===== src/rtl/pspwm_pkg.sv =====
package pspwm_pkg;

    // Field widths
    localparam int STEP_W   = 12;
    localparam int CH_W     = 4;
    localparam int PINS_W   = 16;
    localparam int OP_W     = 2;
    localparam int PROD_W   = CH_W + STEP_W;
    localparam int DIV_W    = PROD_W + 1;
    localparam int CNT_W    = $clog2(DIV_W + 1);
    localparam int CFG_IDX_W = 1;

    // Reset values of the configuration registers
    localparam logic [STEP_W-1:0] RESET_PERIOD = 12'd2000;
    localparam logic [STEP_W-1:0] RESET_DELAY  = 12'd20;
    localparam logic [STEP_W-1:0] MIN_PERIOD   = 12'd2;
    localparam int                HALF_PERIOD  = int'(RESET_PERIOD) / 2;

    // Item operation codes
    typedef enum logic [OP_W-1:0] {
        OP_TICK   = 2'd0,
        OP_DUTY   = 2'd1,
        OP_ENABLE = 2'd2
    } op_t;

    // Configuration register indexes
    localparam logic [CFG_IDX_W-1:0] CFG_PERIOD = 1'b0;
    localparam logic [CFG_IDX_W-1:0] CFG_DELAY  = 1'b1;

    // Controller to datapath commands
    typedef struct packed {
        logic load;         // latch duty operands and product
        logic tick;         // evaluate pins, advance counter, fill output
        logic set_enable;   // take enable_value
        logic rem_go;       // start a remainder
        logic rem_sel_end;  // 0: start offset, 1: end time
        logic store_start;  // keep the start remainder
        logic write;        // write the channel's window
    } cmd_t;

    // Datapath to controller status
    typedef struct packed {
        logic out_free;     // output register can take a word this cycle
        logic ch_in_range;  // incoming channel exists
        logic rem_done;     // remainder result ready
    } status_t;

    // Reset window of channel i; values stay below twice the period, so one
    // compare and subtract wraps them
    function automatic logic [STEP_W-1:0] reset_start(input int i);
        int prod;
        prod = i * int'(RESET_DELAY);
        if (prod >= int'(RESET_PERIOD))
            prod = prod - int'(RESET_PERIOD);
        reset_start = STEP_W'(prod);
    endfunction

    function automatic logic [STEP_W-1:0] reset_end(input int i);
        int sum;
        sum = HALF_PERIOD + int'(reset_start(i));
        if (sum >= int'(RESET_PERIOD))
            sum = sum - int'(RESET_PERIOD);
        reset_end = STEP_W'(sum);
    endfunction

endpackage


===== src/rtl/pspwm_if.sv =====
interface pspwm_req_if;
    import pspwm_pkg::*;

    logic                valid;
    logic                ready;
    logic [OP_W-1:0]     op;
    logic [CH_W-1:0]     channel;
    logic [STEP_W-1:0]   duty_steps;
    logic                enable_value;

    modport source (output valid, op, channel, duty_steps, enable_value, input ready);
    modport sink   (input valid, op, channel, duty_steps, enable_value, output ready);
endinterface

interface pspwm_rsp_if;
    import pspwm_pkg::*;

    logic                valid;
    logic                ready;
    logic [PINS_W-1:0]   pin_levels;
    logic [STEP_W-1:0]   step_index;

    modport source (output valid, pin_levels, step_index, input ready);
    modport sink   (input valid, pin_levels, step_index, output ready);
endinterface


===== src/rtl/pspwm_rem.sv =====
module pspwm_rem (
    input  logic                            clk,
    input  logic                            rst_n,
    input  logic                            go,
    input  logic [pspwm_pkg::DIV_W-1:0]     dividend,
    input  logic [pspwm_pkg::STEP_W-1:0]    divisor,
    output logic                            done,
    output logic [pspwm_pkg::STEP_W-1:0]    result
);
    import pspwm_pkg::*;

    logic                busy_reg,  busy_next;
    logic                done_reg,  done_next;
    logic [CNT_W-1:0]    cnt_reg,   cnt_next;
    logic [DIV_W-1:0]    num_reg,   num_next;
    logic [STEP_W-1:0]   rem_reg,   rem_next;
    logic [STEP_W:0]     shifted;
    logic [STEP_W:0]     diff;

    // One restoring step: bring in the next dividend bit, subtract if it fits
    assign shifted = {rem_reg, num_reg[DIV_W-1]};
    assign diff    = shifted - {1'b0, divisor};

    always_comb
    begin
        busy_next = busy_reg;
        done_next = 1'b0;
        cnt_next  = cnt_reg;
        num_next  = num_reg;
        rem_next  = rem_reg;
        if (go)
        begin
            busy_next = 1'b1;
            cnt_next  = CNT_W'(DIV_W);
            num_next  = dividend;
            rem_next  = '0;
        end
        else if (busy_reg)
        begin
            num_next = {num_reg[DIV_W-2:0], 1'b0};
            rem_next = (shifted >= {1'b0, divisor}) ? diff[STEP_W-1:0]
                                                    : shifted[STEP_W-1:0];
            cnt_next = cnt_reg - 1'b1;
            if (cnt_reg == CNT_W'(1))
            begin
                busy_next = 1'b0;
                done_next = 1'b1;
            end
        end
    end

    always_ff @(posedge clk or negedge rst_n)
    begin
        if (!rst_n)
        begin
            busy_reg <= 1'b0;
            done_reg <= 1'b0;
            cnt_reg  <= '0;
        end
        else
        begin
            busy_reg <= busy_next;
            done_reg <= done_next;
            cnt_reg  <= cnt_next;
        end
    end

    always_ff @(posedge clk)
    begin
        num_reg <= num_next;
        rem_reg <= rem_next;
    end

    assign done   = done_reg;
    assign result = rem_reg;

    // Remainder always lands below the divisor
    a_rem_range: assert property (@(posedge clk) disable iff (!rst_n)
        done_reg |-> (rem_reg < divisor))
        else $error("remainder not below divisor");

endmodule


===== src/rtl/pspwm_datapath.sv =====
module pspwm_datapath #(
    parameter int CHANNELS = 16
) (
    input  logic                             clk,
    input  logic                             rst_n,
    input  pspwm_pkg::cmd_t                  cmd,
    output pspwm_pkg::status_t               status,
    // configuration writes
    input  logic                             cfg_we,
    input  logic [pspwm_pkg::CFG_IDX_W-1:0]  cfg_index,
    input  logic [pspwm_pkg::STEP_W-1:0]     cfg_data,
    // incoming word fields
    input  logic [pspwm_pkg::CH_W-1:0]       channel,
    input  logic [pspwm_pkg::STEP_W-1:0]     duty_steps,
    input  logic                             enable_value,
    // outgoing word
    output logic                             out_valid,
    input  logic                             out_ready,
    output logic [pspwm_pkg::PINS_W-1:0]     pin_levels,
    output logic [pspwm_pkg::STEP_W-1:0]     step_index
);
    import pspwm_pkg::*;

    logic [STEP_W-1:0]   period_reg;
    logic [STEP_W-1:0]   delay_reg;
    logic                enabled_reg;
    logic [STEP_W-1:0]   step_reg,  step_next;
    logic [STEP_W-1:0]   start_reg [CHANNELS];
    logic [STEP_W-1:0]   end_reg   [CHANNELS];
    logic [CH_W-1:0]     ch_reg;
    logic [STEP_W-1:0]   pw_reg;
    logic [PROD_W-1:0]   prod_reg;
    logic [STEP_W-1:0]   start_val_reg;
    logic                out_valid_reg;
    logic [PINS_W-1:0]   pins_reg;
    logic [STEP_W-1:0]   index_reg;

    logic [STEP_W-1:0]   per;
    logic [STEP_W-1:0]   s_cur;
    logic [STEP_W:0]     s_inc;
    logic [PINS_W-1:0]   pattern;
    logic [DIV_W-1:0]    rem_dividend;
    logic                rem_done;
    logic [STEP_W-1:0]   rem_result;

    // Effective period, never below two
    assign per = (period_reg < MIN_PERIOD) ? MIN_PERIOD : period_reg;

    // Counter left beyond a shortened period restarts at zero
    assign s_cur = (step_reg >= per) ? '0 : step_reg;
    assign s_inc = {1'b0, s_cur} + 1'b1;

    always_comb
    begin
        step_next = s_cur;
        if (enabled_reg)
            step_next = (s_inc == {1'b0, per}) ? '0 : s_inc[STEP_W-1:0];
    end

    // Window compare on every channel
    always_comb
    begin
        pattern = '0;
        for (int i = 0; i < CHANNELS; i++)
        begin
            if (start_reg[i] <= end_reg[i])
                pattern[i] = (s_cur >= start_reg[i]) && (s_cur < end_reg[i]);
            else
                pattern[i] = (s_cur >= start_reg[i]) || (s_cur < end_reg[i]);
        end
        if (!enabled_reg)
            pattern = '0;
    end

    // Configuration registers
    always_ff @(posedge clk or negedge rst_n)
    begin
        if (!rst_n)
        begin
            period_reg <= RESET_PERIOD;
            delay_reg  <= RESET_DELAY;
        end
        else if (cfg_we)
        begin
            unique case (cfg_index)
                CFG_PERIOD: period_reg <= cfg_data;
                CFG_DELAY:  delay_reg  <= cfg_data;
                default:    ;
            endcase
        end
    end

    // Counter, enable and channel windows
    always_ff @(posedge clk or negedge rst_n)
    begin
        if (!rst_n)
        begin
            step_reg    <= '0;
            enabled_reg <= 1'b1;
            for (int i = 0; i < CHANNELS; i++)
            begin
                start_reg[i] <= reset_start(i);
                end_reg[i]   <= reset_end(i);
            end
        end
        else
        begin
            if (cmd.tick)
                step_reg <= step_next;
            if (cmd.set_enable)
                enabled_reg <= enable_value;
            if (cmd.write)
            begin
                for (int i = 0; i < CHANNELS; i++)
                begin
                    if (ch_reg == CH_W'(i))
                    begin
                        start_reg[i] <= start_val_reg;
                        end_reg[i]   <= rem_result;
                    end
                end
            end
        end
    end

    // Duty operands: channel offset product registered ahead of the remainder
    always_ff @(posedge clk)
    begin
        if (cmd.load)
        begin
            ch_reg   <= channel;
            pw_reg   <= duty_steps;
            prod_reg <= PROD_W'(channel) * PROD_W'(delay_reg);
        end
        if (cmd.store_start)
            start_val_reg <= rem_result;
    end

    assign rem_dividend = cmd.rem_sel_end ? ({1'b0, prod_reg} + DIV_W'(pw_reg))
                                          : {1'b0, prod_reg};

    pspwm_rem u_rem (
        .clk      (clk),
        .rst_n    (rst_n),
        .go       (cmd.rem_go),
        .dividend (rem_dividend),
        .divisor  (per),
        .done     (rem_done),
        .result   (rem_result)
    );

    // Output register
    always_ff @(posedge clk or negedge rst_n)
    begin
        if (!rst_n)
            out_valid_reg <= 1'b0;
        else if (cmd.tick)
            out_valid_reg <= 1'b1;
        else if (out_ready)
            out_valid_reg <= 1'b0;
    end

    always_ff @(posedge clk)
    begin
        if (cmd.tick)
        begin
            pins_reg  <= pattern;
            index_reg <= s_cur;
        end
    end

    assign out_valid  = out_valid_reg;
    assign pin_levels = pins_reg;
    assign step_index = index_reg;

    assign status.out_free    = !out_valid_reg || out_ready;
    assign status.ch_in_range = ({1'b0, channel} < (CH_W + 1)'(CHANNELS));
    assign status.rem_done    = rem_done;

    // A tick always leaves a word in the output register
    a_tick_fills: assert property (@(posedge clk) disable iff (!rst_n)
        cmd.tick |=> out_valid_reg)
        else $error("tick did not fill output register");

    // A tick never overwrites a word not yet taken
    a_no_overwrite: assert property (@(posedge clk) disable iff (!rst_n)
        cmd.tick |-> (!out_valid_reg || out_ready))
        else $error("output word overwritten");

endmodule


===== src/rtl/pspwm_ctrl.sv =====
module pspwm_ctrl (
    input  logic                           clk,
    input  logic                           rst_n,
    input  logic                           req_valid,
    input  logic [pspwm_pkg::OP_W-1:0]     op,
    output logic                           req_ready,
    input  pspwm_pkg::status_t             status,
    output pspwm_pkg::cmd_t                cmd
);
    import pspwm_pkg::*;

    typedef enum logic [1:0] {
        S_IDLE,
        S_LAUNCH,
        S_REM_START,
        S_REM_END
    } state_t;

    state_t state_reg, state_next;
    logic   accept;

    assign req_ready = (state_reg == S_IDLE) && status.out_free;
    assign accept    = req_valid && req_ready;

    // Next state and commands
    always_comb
    begin
        state_next = state_reg;
        cmd        = '0;
        unique case (state_reg)
            S_IDLE:
            begin
                if (accept)
                begin
                    case (op)
                        OP_TICK:   cmd.tick = 1'b1;
                        OP_ENABLE: cmd.set_enable = 1'b1;
                        OP_DUTY:
                        begin
                            if (status.ch_in_range)
                            begin
                                cmd.load   = 1'b1;
                                state_next = S_LAUNCH;
                            end
                        end
                        default: ;
                    endcase
                end
            end
            S_LAUNCH:
            begin
                cmd.rem_go = 1'b1;
                state_next = S_REM_START;
            end
            S_REM_START:
            begin
                if (status.rem_done)
                begin
                    cmd.store_start = 1'b1;
                    cmd.rem_go      = 1'b1;
                    cmd.rem_sel_end = 1'b1;
                    state_next      = S_REM_END;
                end
            end
            S_REM_END:
            begin
                if (status.rem_done)
                begin
                    cmd.write  = 1'b1;
                    state_next = S_IDLE;
                end
            end
            default: state_next = S_IDLE;
        endcase
    end

    always_ff @(posedge clk or negedge rst_n)
    begin
        if (!rst_n)
            state_reg <= S_IDLE;
        else
            state_reg <= state_next;
    end

    // No word taken while a duty update runs
    a_busy_blocks: assert property (@(posedge clk) disable iff (!rst_n)
        (state_reg != S_IDLE) |-> !req_ready)
        else $error("ready raised while busy");

    // A window write only closes a duty update
    a_write_end: assert property (@(posedge clk) disable iff (!rst_n)
        cmd.write |=> (state_reg == S_IDLE))
        else $error("write outside duty update end");

endmodule


===== src/rtl/phase_staggered_multichannel_pwm_top.sv =====
// Multichannel PWM with one shared step counter and per-channel phase offset.
// Channels: req (op, channel, duty_steps, enable_value) and rsp
// (pin_levels, step_index), both valid/ready; a word moves when both are high.
// Configuration: cfg_we with cfg_index 0 = period_steps, 1 = channel_delay;
// the user must write them only while the block is idle; the block does not enforce this.
// Tick: its result word sits in the output register the cycle after it is
// taken; ticks stream at one per cycle while rsp is ready.
// Enable and unused op words: no result word.
// Set duty: the bit-serial remainder unit computes start and end times modulo
// the period one after the other; req is not ready during that time.
// When rsp stalls, the finished word is held and req stays ready only for
// the cycle in which the pending word is taken.
// Reset: step counter 0, output enabled, period 2000, delay 20, channel i
// window starts at i*20 and lasts half a period. No clearing pass is needed.
module phase_staggered_multichannel_pwm_top #(
    parameter int CHANNELS = 16
) (
    input  logic                             clk,
    input  logic                             rst_n,
    pspwm_req_if.sink                        req,
    pspwm_rsp_if.source                      rsp,
    input  logic                             cfg_we,
    input  logic [pspwm_pkg::CFG_IDX_W-1:0]  cfg_index,
    input  logic [pspwm_pkg::STEP_W-1:0]     cfg_data
);
    import pspwm_pkg::*;

    cmd_t    cmd;
    status_t status;

    pspwm_ctrl u_ctrl (
        .clk       (clk),
        .rst_n     (rst_n),
        .req_valid (req.valid),
        .op        (req.op),
        .req_ready (req.ready),
        .status    (status),
        .cmd       (cmd)
    );

    pspwm_datapath #(
        .CHANNELS (CHANNELS)
    ) u_datapath (
        .clk          (clk),
        .rst_n        (rst_n),
        .cmd          (cmd),
        .status       (status),
        .cfg_we       (cfg_we),
        .cfg_index    (cfg_index),
        .cfg_data     (cfg_data),
        .channel      (req.channel),
        .duty_steps   (req.duty_steps),
        .enable_value (req.enable_value),
        .out_valid    (rsp.valid),
        .out_ready    (rsp.ready),
        .pin_levels   (rsp.pin_levels),
        .step_index   (rsp.step_index)
    );

endmodule


===== src/flat_wrapper.sv =====
// flat-port wrapper written by rule: the top's interface ports become plain ports
module phase_staggered_multichannel_pwm_top_flat import pspwm_pkg::*;
#(
    parameter int CHANNELS = 16
)
  (clk, rst_n, cfg_we, cfg_index, cfg_data, req_valid, req_op, req_channel, req_duty_steps, req_enable_value, req_ready, rsp_valid, rsp_pin_levels, rsp_step_index, rsp_ready);
  pspwm_req_if req_i ();
  pspwm_rsp_if rsp_i ();
  input  logic clk;
  input  logic rst_n;
  input  logic cfg_we;
  input  logic [pspwm_pkg::CFG_IDX_W-1:0] cfg_index;
  input  logic [pspwm_pkg::STEP_W-1:0] cfg_data;
  input wire logic [$bits(req_i.valid)-1:0] req_valid;
  input wire logic [$bits(req_i.op)-1:0] req_op;
  input wire logic [$bits(req_i.channel)-1:0] req_channel;
  input wire logic [$bits(req_i.duty_steps)-1:0] req_duty_steps;
  input wire logic [$bits(req_i.enable_value)-1:0] req_enable_value;
  output wire logic [$bits(req_i.ready)-1:0] req_ready;
  output wire logic [$bits(rsp_i.valid)-1:0] rsp_valid;
  output wire logic [$bits(rsp_i.pin_levels)-1:0] rsp_pin_levels;
  output wire logic [$bits(rsp_i.step_index)-1:0] rsp_step_index;
  input wire logic [$bits(rsp_i.ready)-1:0] rsp_ready;
  assign req_i.valid = req_valid;
  assign req_i.op = req_op;
  assign req_i.channel = req_channel;
  assign req_i.duty_steps = req_duty_steps;
  assign req_i.enable_value = req_enable_value;
  assign req_ready = req_i.ready;
  assign rsp_valid = rsp_i.valid;
  assign rsp_pin_levels = rsp_i.pin_levels;
  assign rsp_step_index = rsp_i.step_index;
  assign rsp_i.ready = rsp_ready;
  phase_staggered_multichannel_pwm_top #(.CHANNELS(CHANNELS)) u_core (.clk(clk), .rst_n(rst_n), .req(req_i), .rsp(rsp_i), .cfg_we(cfg_we), .cfg_index(cfg_index), .cfg_data(cfg_data));
endmodule

===== config.mk =====
export PLATFORM = sky130hd
export DESIGN_NAME = phase_staggered_multichannel_pwm_top_flat
export DESIGN_NICKNAME = d
export VERILOG_FILES = /design/src/rtl/pspwm_pkg.sv /design/src/rtl/pspwm_if.sv /design/src/rtl/pspwm_rem.sv /design/src/rtl/pspwm_datapath.sv /design/src/rtl/pspwm_ctrl.sv /design/src/rtl/phase_staggered_multichannel_pwm_top.sv /design/src/flat_wrapper.sv
export SDC_FILE = /design/constraint.sdc
export NUM_CORES = 2
export LEC_CHECK = 0
export BUFFER_PORTS_ARGS = -buffer_cell sky130_fd_sc_hd__buf_4
export CORE_UTILIZATION = 25
export DETAILED_ROUTE_END_ITERATION = 7
export MAX_ROUTING_LAYER = met4
export PLACE_DENSITY = 0.5
export SLEW_MARGIN = 25
export SYNTH_ARGS = -nofsm -noshare
export SYNTH_HDL_FRONTEND = slang
export SYNTH_SLANG_ARGS = --single-unit

===== constraint.sdc =====
create_clock -name clk -period 5.8 [get_ports clk]
set_input_delay 1.16 -clock clk [delete_from_list [all_inputs] [get_ports clk]]
set_output_delay 1.16 -clock clk [all_outputs]
set_load 0.005 [all_outputs]

* After elaboration in Yosys (flattened, before gate mapping)
Index checks and enable logic that the tools add are counted.
** Storage, ports and cells
- Bits in registers :: 532
- Input port bits :: 37
- Output and inout bits :: 30
- Logic and storage cells :: 241
** Cells by class
- $add $sub $neg :: 4
- $mul :: 1
- Order comparisons :: 51
- Eq/ne operators :: 26
- Mux-type cells :: 49
- Bitwise operators :: 1
- Reductions and logical operators :: 60
** Operators with widths (number)
- $ge A12 B12 Y1 :: 17
- $le A12 B12 Y1 :: 16
- $lt A12 B12 Y1 :: 16
- $mux W12 :: 5
- $mux W17 :: 3
- $reduce_and A2 Y1 :: 18
- $eq A4 B4 Y1 const B :: 8
- $mux W1 :: 29
- $logic_and A1 B1 Y1 :: 18
- $add A16 B12 Y17 :: 1
- $logic_or A1 B1 Y1 :: 17
- $eq A4 B3 Y1 const B :: 4
- $mul A4 B12 Y16 :: 1
- $add A12 B1 Y13 const B :: 1
- $eq A13 B12 Y1 :: 1
- $ge A13 B12 Y1 :: 1
- $lt A12 B2 Y1 const B :: 1
- $sub A12 B12 Y12 :: 1
- $mux W2 :: 5
- $mux W5 :: 2
- $mux W3 :: 3
- $eq A4 B2 Y1 const B :: 2
- $pmux W2 S4 :: 1
- $eq A2 B2 Y1 const B :: 3
- other kinds (13) :: 18

* Logic depth before layout (Yosys ltp)
- Depth after elaboration :: 8
- Mapped depth :: 23
- Gate-level depth less buffers :: 20

* Hierarchy
Synthesis repeated with hierarchy kept, for this count alone.
** Second synthesis, totals
- Cells, all modules :: 3753
- Area total of the unflattened synthesis :: 36635.1 sq um
** By module, submodules not included
- pspwm_datapath :: times used 1, cells an instance 3517, area an instance 34197.8 sq um, seq. area each 12877.4 sq um
- pspwm_rem :: times used 1, cells an instance 209, area an instance 2170.8 sq um, seq. area each 925.9 sq um
- pspwm_ctrl :: times used 1, cells an instance 27, area an instance 266.5 sq um, seq. area each 50.0 sq um

* Worst setup path before layout
Ideal clock, no wire load.
- Path kind :: flip-flop to flip-flop
- Start :: register u_core.u_datapath.period_reg[11]
- End :: register u_core.u_datapath.step_reg[10]
- Library setup time :: 0.121 ns
- Data arrival time :: 5.982 ns
- Data required time :: 5.679 ns
- Slack :: -0.303 ns
- Cell stages (with the launch flop) :: 21
- Path buffers :: 1
- Period minus slack after synthesis :: 6.103 ns
- Path through :: dfrtp_1 -> or4_1 -> o41ai_2 -> inv_2 -> ha_1 -> nor2b_1 -> o21ai_0 -> a221oi_2 -> o21a_1 -> clkbuf_1 -> and2_1 -> ha_1 -> nand3_4 -> xnor2_1 -> or3_1 -> a2111oi_0 -> o221ai_2 -> nor4_4 -> o21a_1 -> o21ai_1 -> a22o_1
** Between the ends
- Cells in the longest elaborated chain, start to end :: 8
** RTL lines
- start, declared :: RTL line pspwm_datapath.sv:24 : logic [STEP_W-1:0] period_reg;
- start signal, assigned :: RTL line pspwm_datapath.sv:86 : CFG_PERIOD: period_reg <= cfg_data;
- $lt A12 B2 Y1 :: RTL line pspwm_datapath.sv:47 : assign per = (period_reg < MIN_PERIOD) ? MIN_PERIOD : period_reg;
- $mux W12 (*) :: RTL line pspwm_datapath.sv:47
- $ge A12 B12 Y1 (*) :: RTL line pspwm_datapath.sv:50 : assign s_cur = (step_reg >= per) ? '0 : step_reg;
- $mux W12 (*) :: RTL line pspwm_datapath.sv:50
- net u_core.u_datapath.s_cur[1] :: RTL line pspwm_datapath.sv:39 : logic [STEP_W-1:0] s_cur;
- $add A12 B1 Y13 (*) :: RTL line pspwm_datapath.sv:51 : assign s_inc = {1'b0, s_cur} + 1'b1;
- $eq A13 B12 Y1 :: RTL line pspwm_datapath.sv:57 : step_next = (s_inc == {1'b0, per}) ? '0 : s_inc[STEP_W-1:0];
- $mux W12 (*) :: RTL line pspwm_datapath.sv:57
- $mux W12 (*) :: RTL line pspwm_datapath.sv:56 : if (enabled_reg)
- end signal, assigned :: RTL line pspwm_datapath.sv:109 : step_reg <= step_next;
- end, declared :: RTL line pspwm_datapath.sv:27 : logic [STEP_W-1:0] step_reg, step_next;
The timed path passes the listed nets; every way through them passes the cells marked *.
A chain may end at the register's enable or synchronous reset.

* Worst setup path after layout
- Start :: register u_core.u_datapath.period_reg[11]
- End :: register u_core.u_datapath.step_reg[7]
The elaborated chain is that of the path after synthesis.

==> reports/metrics.sh <==
TIMING.CRITICAL_PATH.BUF_INV=5
PATH_DELAY_FAMILY='compound AO/OA/AOI/OAI gates'
CRITICAL-PATH-MAX-STAGE-DELAY_NS=0.59
CORE_ROWS=138
WORSTHOLDPATHTYPE='reg -> reg'
SLOWEST_STAGE='or4_1'
ROUTED_WIRE_LENGTH_PER_INSTANCE_MICRONS=18.1
DIEWIDTH_MICRONS=381
PIN_COUNT=67
GRT_START_MAX_NET_PINS=100
FINAL.PERIOD_UTILIZATION_PCT=92.5
FLOW.AREA_GROWTH_FROM_SYNTHESIS_PCT=14.3
PATH_CELLS='or4_1 > o41ai_4 > inv_2 > ha_1 > nor2b_1 > o21ai_0 > a221oi_2 > buf_4 > o211ai_1 > inv_1 > ha_1 > nand3_4 > xnor2_1 > or3_1 > a2111oi_2 > o221ai_2 > nor4_4 > buf_4 > buf_4 > o21ai_1 > a21oi_1 > o21ai_1'
LEAKAGEPOWER_nW=18.2
LARGEST_FANOUT_OF_ANY_NET_ON_THE_CRITICAL_PATH=9
FIRST_GLOBAL_VIAS=26700
SYNTH_CELLS=3775
SETUP_VIOL=0
SYN_AVG_CELL_AREA_SQ_UM=9.52
TIMING.MAX_CAP.VIOLATIONS=0
ANTENNA_FOUND_INITIAL=6
WORST-ENDPOINT-REQUIRED_NS=6.34
DP.FINAL_HPWL_MICRONS=70100
CTS_INSERTED_BUFFERS=61
DRCVIOLATIONCOUNT=0
SYNTH.LARGEST_AREA_CELL='dfrtp_1'
WORST_EP_ARRIVAL_TIME_NS=5.90
DETAIL_ROUTE.VIAS_PER_CELL=4.65
SYNTH_TOP_CELLS_BY_AREA='dfrtp_1 (21%), ha_1 (21%), dfstp_2 (9.1%), edfxtp_1 (7.4%), o21ai_0 (5.8%)'
SYNTH-WARNING-COUNT=0
PATH_COMMON_CELL='buf_4'
TIMING.CRITICAL_PATH.TO_TYPE='register'
SYNTH_SEQUENTIAL_AREA_RATIO_PCT=38.5
WORST_SLEW_MARGIN_REL_PCT=25.7
RSZ_0062_RAISED_AFTER_GLOBAL_ROUTING='false'
CTS_TREE='built'
CLK_PIN_SLEW_WORST_PATHS_NS=0.06
MAXIMUM_LEVEL_OF_THE_CTS_H_TREE=2
IO_BUFFERS=66
FINAL_HOLD_VIOL_COUNT=0
GP_CONGESTION=0.828
CLK-INSERTION-DELAY-LATE_NS=0.67
MIN_PERIOD_NS=5.36
DIE_HEIGHT_MICRONS=381
POST_SYNTH_NUM_CELL_TYPES=72
WORST-SLEW-PIN-TRANSITION_NS=1.12
CORE_REGION_AREA_SQ_MM=0.142
OUTCOME='finished, final reports clean'
SYN-CELL-AREA_SQ_MM=0.0360
ANTENNA_VIOLATING_NETS_POST_ROUTE=0
DETAILROUTE.VIA_COUNT=26900
INITIAL_CORE_UTIL_PCT=25.3
FINAL_LAYOUT_SIZE_SUFFIX_GT1_SHARE_PCT=14.5
SYNTH_ENABLE_FLOP_CELLS=89
FMAX_GHz=0.186
FINAL.SETUP.WORST_SLACK_NS=0.435
PRE_CTS_SLACK_NS=0.0954
GRT.OVERFLOW.TOTAL=0
DRV_SLEW=0
SYNTHARSTFLOPSHARE_PCT=81.0
FIRST_PASS_ITERS=5
CLOCK_SINK_COUNT=532
WIRE_LENGTH_OF_THE_FIRST_GLOBAL_ROUTING_PASS_MICRONS=162000
FINAL_NET_COUNT=4504
SYNTH_TOP_CELL_AREA_SHARE_PCT=21.4
CLOCK_PATH_BUFFERS=3
TIMING_WORST_SETUP_PATH_TYPE='reg -> reg'
ROUTED_WIRELENGTH_MICRONS=105000
CTSROOTBUFFERMASTER='clkbuf_16'
GLOBAL_ROUTE.USAGE.TOTAL_PCT=14.8
CLOCK-SKEW-FINAL_NS=0.0246
POSTSYNTH.TOPFLOPCELL='dfrtp_1'
WORST_SETUP_START_KIND='register'
P_PER_AREA_mW_PER_MM2=210
FP.DIEAREA_SQ_MM=0.145
DETAILEDROUTE.FIRSTITERATIONVIOLATIONS=1669
SETUP_TOTAL_NEGATIVE_SLACK_NS=0
SYNTH.FF_LATCH_COUNT=532
SYNTHESIS.NETS=4441
PEAKVDDDROP_mV=0.206
[final timing paths]
check / from / end / slack [ns] / cells after the start
max in group asynchronous: rst_n / u_core.u_datapath.start_reg[187]$_DFFE_PN0P_ / 4.08 / 2
max reg2reg: u_core.u_datapath.period_reg[11]$_DFFE_PN0P_ / u_core.u_datapath.step_reg[7]$_DFFE_PN0P_ / 0.44 / 22
min: u_core.u_datapath.end_reg[157]$_DFFE_PN0P_ / u_core.u_datapath.end_reg[157]$_DFFE_PN0P_ / 0.51 / 1
min reg2reg: u_core.u_datapath.end_reg[157]$_DFFE_PN0P_ / u_core.u_datapath.end_reg[157]$_DFFE_PN0P_ / 0.51 / 1
min in group asynchronous: rst_n / u_core.u_datapath.end_reg[78]$_DFFE_PN0P_ / 0.55 / 1
max: u_core.u_datapath.period_reg[11]$_DFFE_PN0P_ / u_core.u_datapath.step_reg[7]$_DFFE_PN0P_ / 0.44 / 22
[final cells by class]
| cell class | instances | area, sq um |
|---|---|---|
| timing repair buffer | 143 | 1200 |
| tap | 1890 | 2360 |
| clock inverter | 32 | 359 |
| antenna | 4 | 10.0 |
| fill | 14900 | 101000 |
| inverter | 447 | 1680 |
| sequential | 532 | 13900 |
| multi-input combinational | 2653 | 20000 |
| clock buffer | 84 | 1680 |
[through the flow]
stage | std cells | hold WS [ns] | area (sq um) | power [mW] | utilization (%)
after floorplan | 3775 | 0.406 | 36000 | 4.42 | -
after global placement | 5662 | 0.488 | 39000 | 4.67 | 27.4
after detailed placement | 5663 | 0.494 | 39000 | 4.68 | 27.5
after CTS | 5779 | 0.508 | 41100 | 8.77 | 28.9
after global routing | 5782 | 0.522 | 41100 | 9.01 | 28.9
final | 5785 | 0.506 | 41100 | 8.63 | 28.9
[where the power goes]
group / switching (mW) / leakage (nW) / internal [mW]
combinational: 0.427 / 10.8 / 0.299
clock: 1.73 / 0.978 / 2.30
sequential: 0.0324 / 6.47 / 3.85
[routing by layer]
metal  vias to the layer above  GRT usage (%)  part of all wire, %  routed length (microns)
met5                         -              -                    0                        0
met1                     13000           20.5                   49                    51600
li1                      13300              -                    -                        -
met3                       128           2.12                  4.7                     4880
met2                       436           22.4                   43                    45500
met4                         0           3.76                  2.5                     2600
[placed cells by master (no fill, tap or decap), types with 99 or more instances in the layout]
cell       n
inv_1    443
dfstp_2  124
a21oi_1  197
ha_1     607
nand2_1  384
mux2_2   147
o21ai_0  418
dfrtp_1  307
nor2_1   145
a21o_1    99
buf_4    132
[cell usage after synthesis (13+ instances only)]
cell type / instances
a211oi_1: 27
a31oi_1: 21
and2_1: 28
or3_1: 21
and3_1: 13
nand2b_1: 51
xor2_1: 18
xnor2_1: 34
a21o_1: 99
edfxtp_1: 89
nor3_1: 65
o21ai_1: 18
nand3_1: 31
maj3_1: 16
dfstp_2: 124
nor2_1: 154
a21oi_1: 197
mux2_2: 147
inv_1: 445
nor2b_1: 55
a2111oi_0: 13
nand2_1: 384
nand4_1: 68
o21a_1: 13
dfrtp_1: 307
fa_1: 22
ha_1: 607
o21ai_0: 418
clkbuf_1: 131
[what timing repair did]
action / 4_1_cts / 5_1_grt
hold endpoints to repair: 0 / 0
buffers inserted: 0 / 2
setup endpoints to repair: 0 / 11
hold buffers: 0 / 0
resized for setup: 0 / 5
[cell families (layout without fill, tap and decap cells)]
group / after synthesis / in the layout / share of synthesized area [%]
fa+ha+maj: 645 / 645 / 22.8
buf+inv: 590 / 706 / 6.22
simple gates: 907 / 907 / 11.9
other cells: 0 / 4 / 0
compound gates: 900 / 900 / 14.7
mux: 149 / 149 / 4.66
xor+xnor: 52 / 52 / 1.27
flops: 532 / 532 / 38.5
Power figures use the tool's default switching activity.
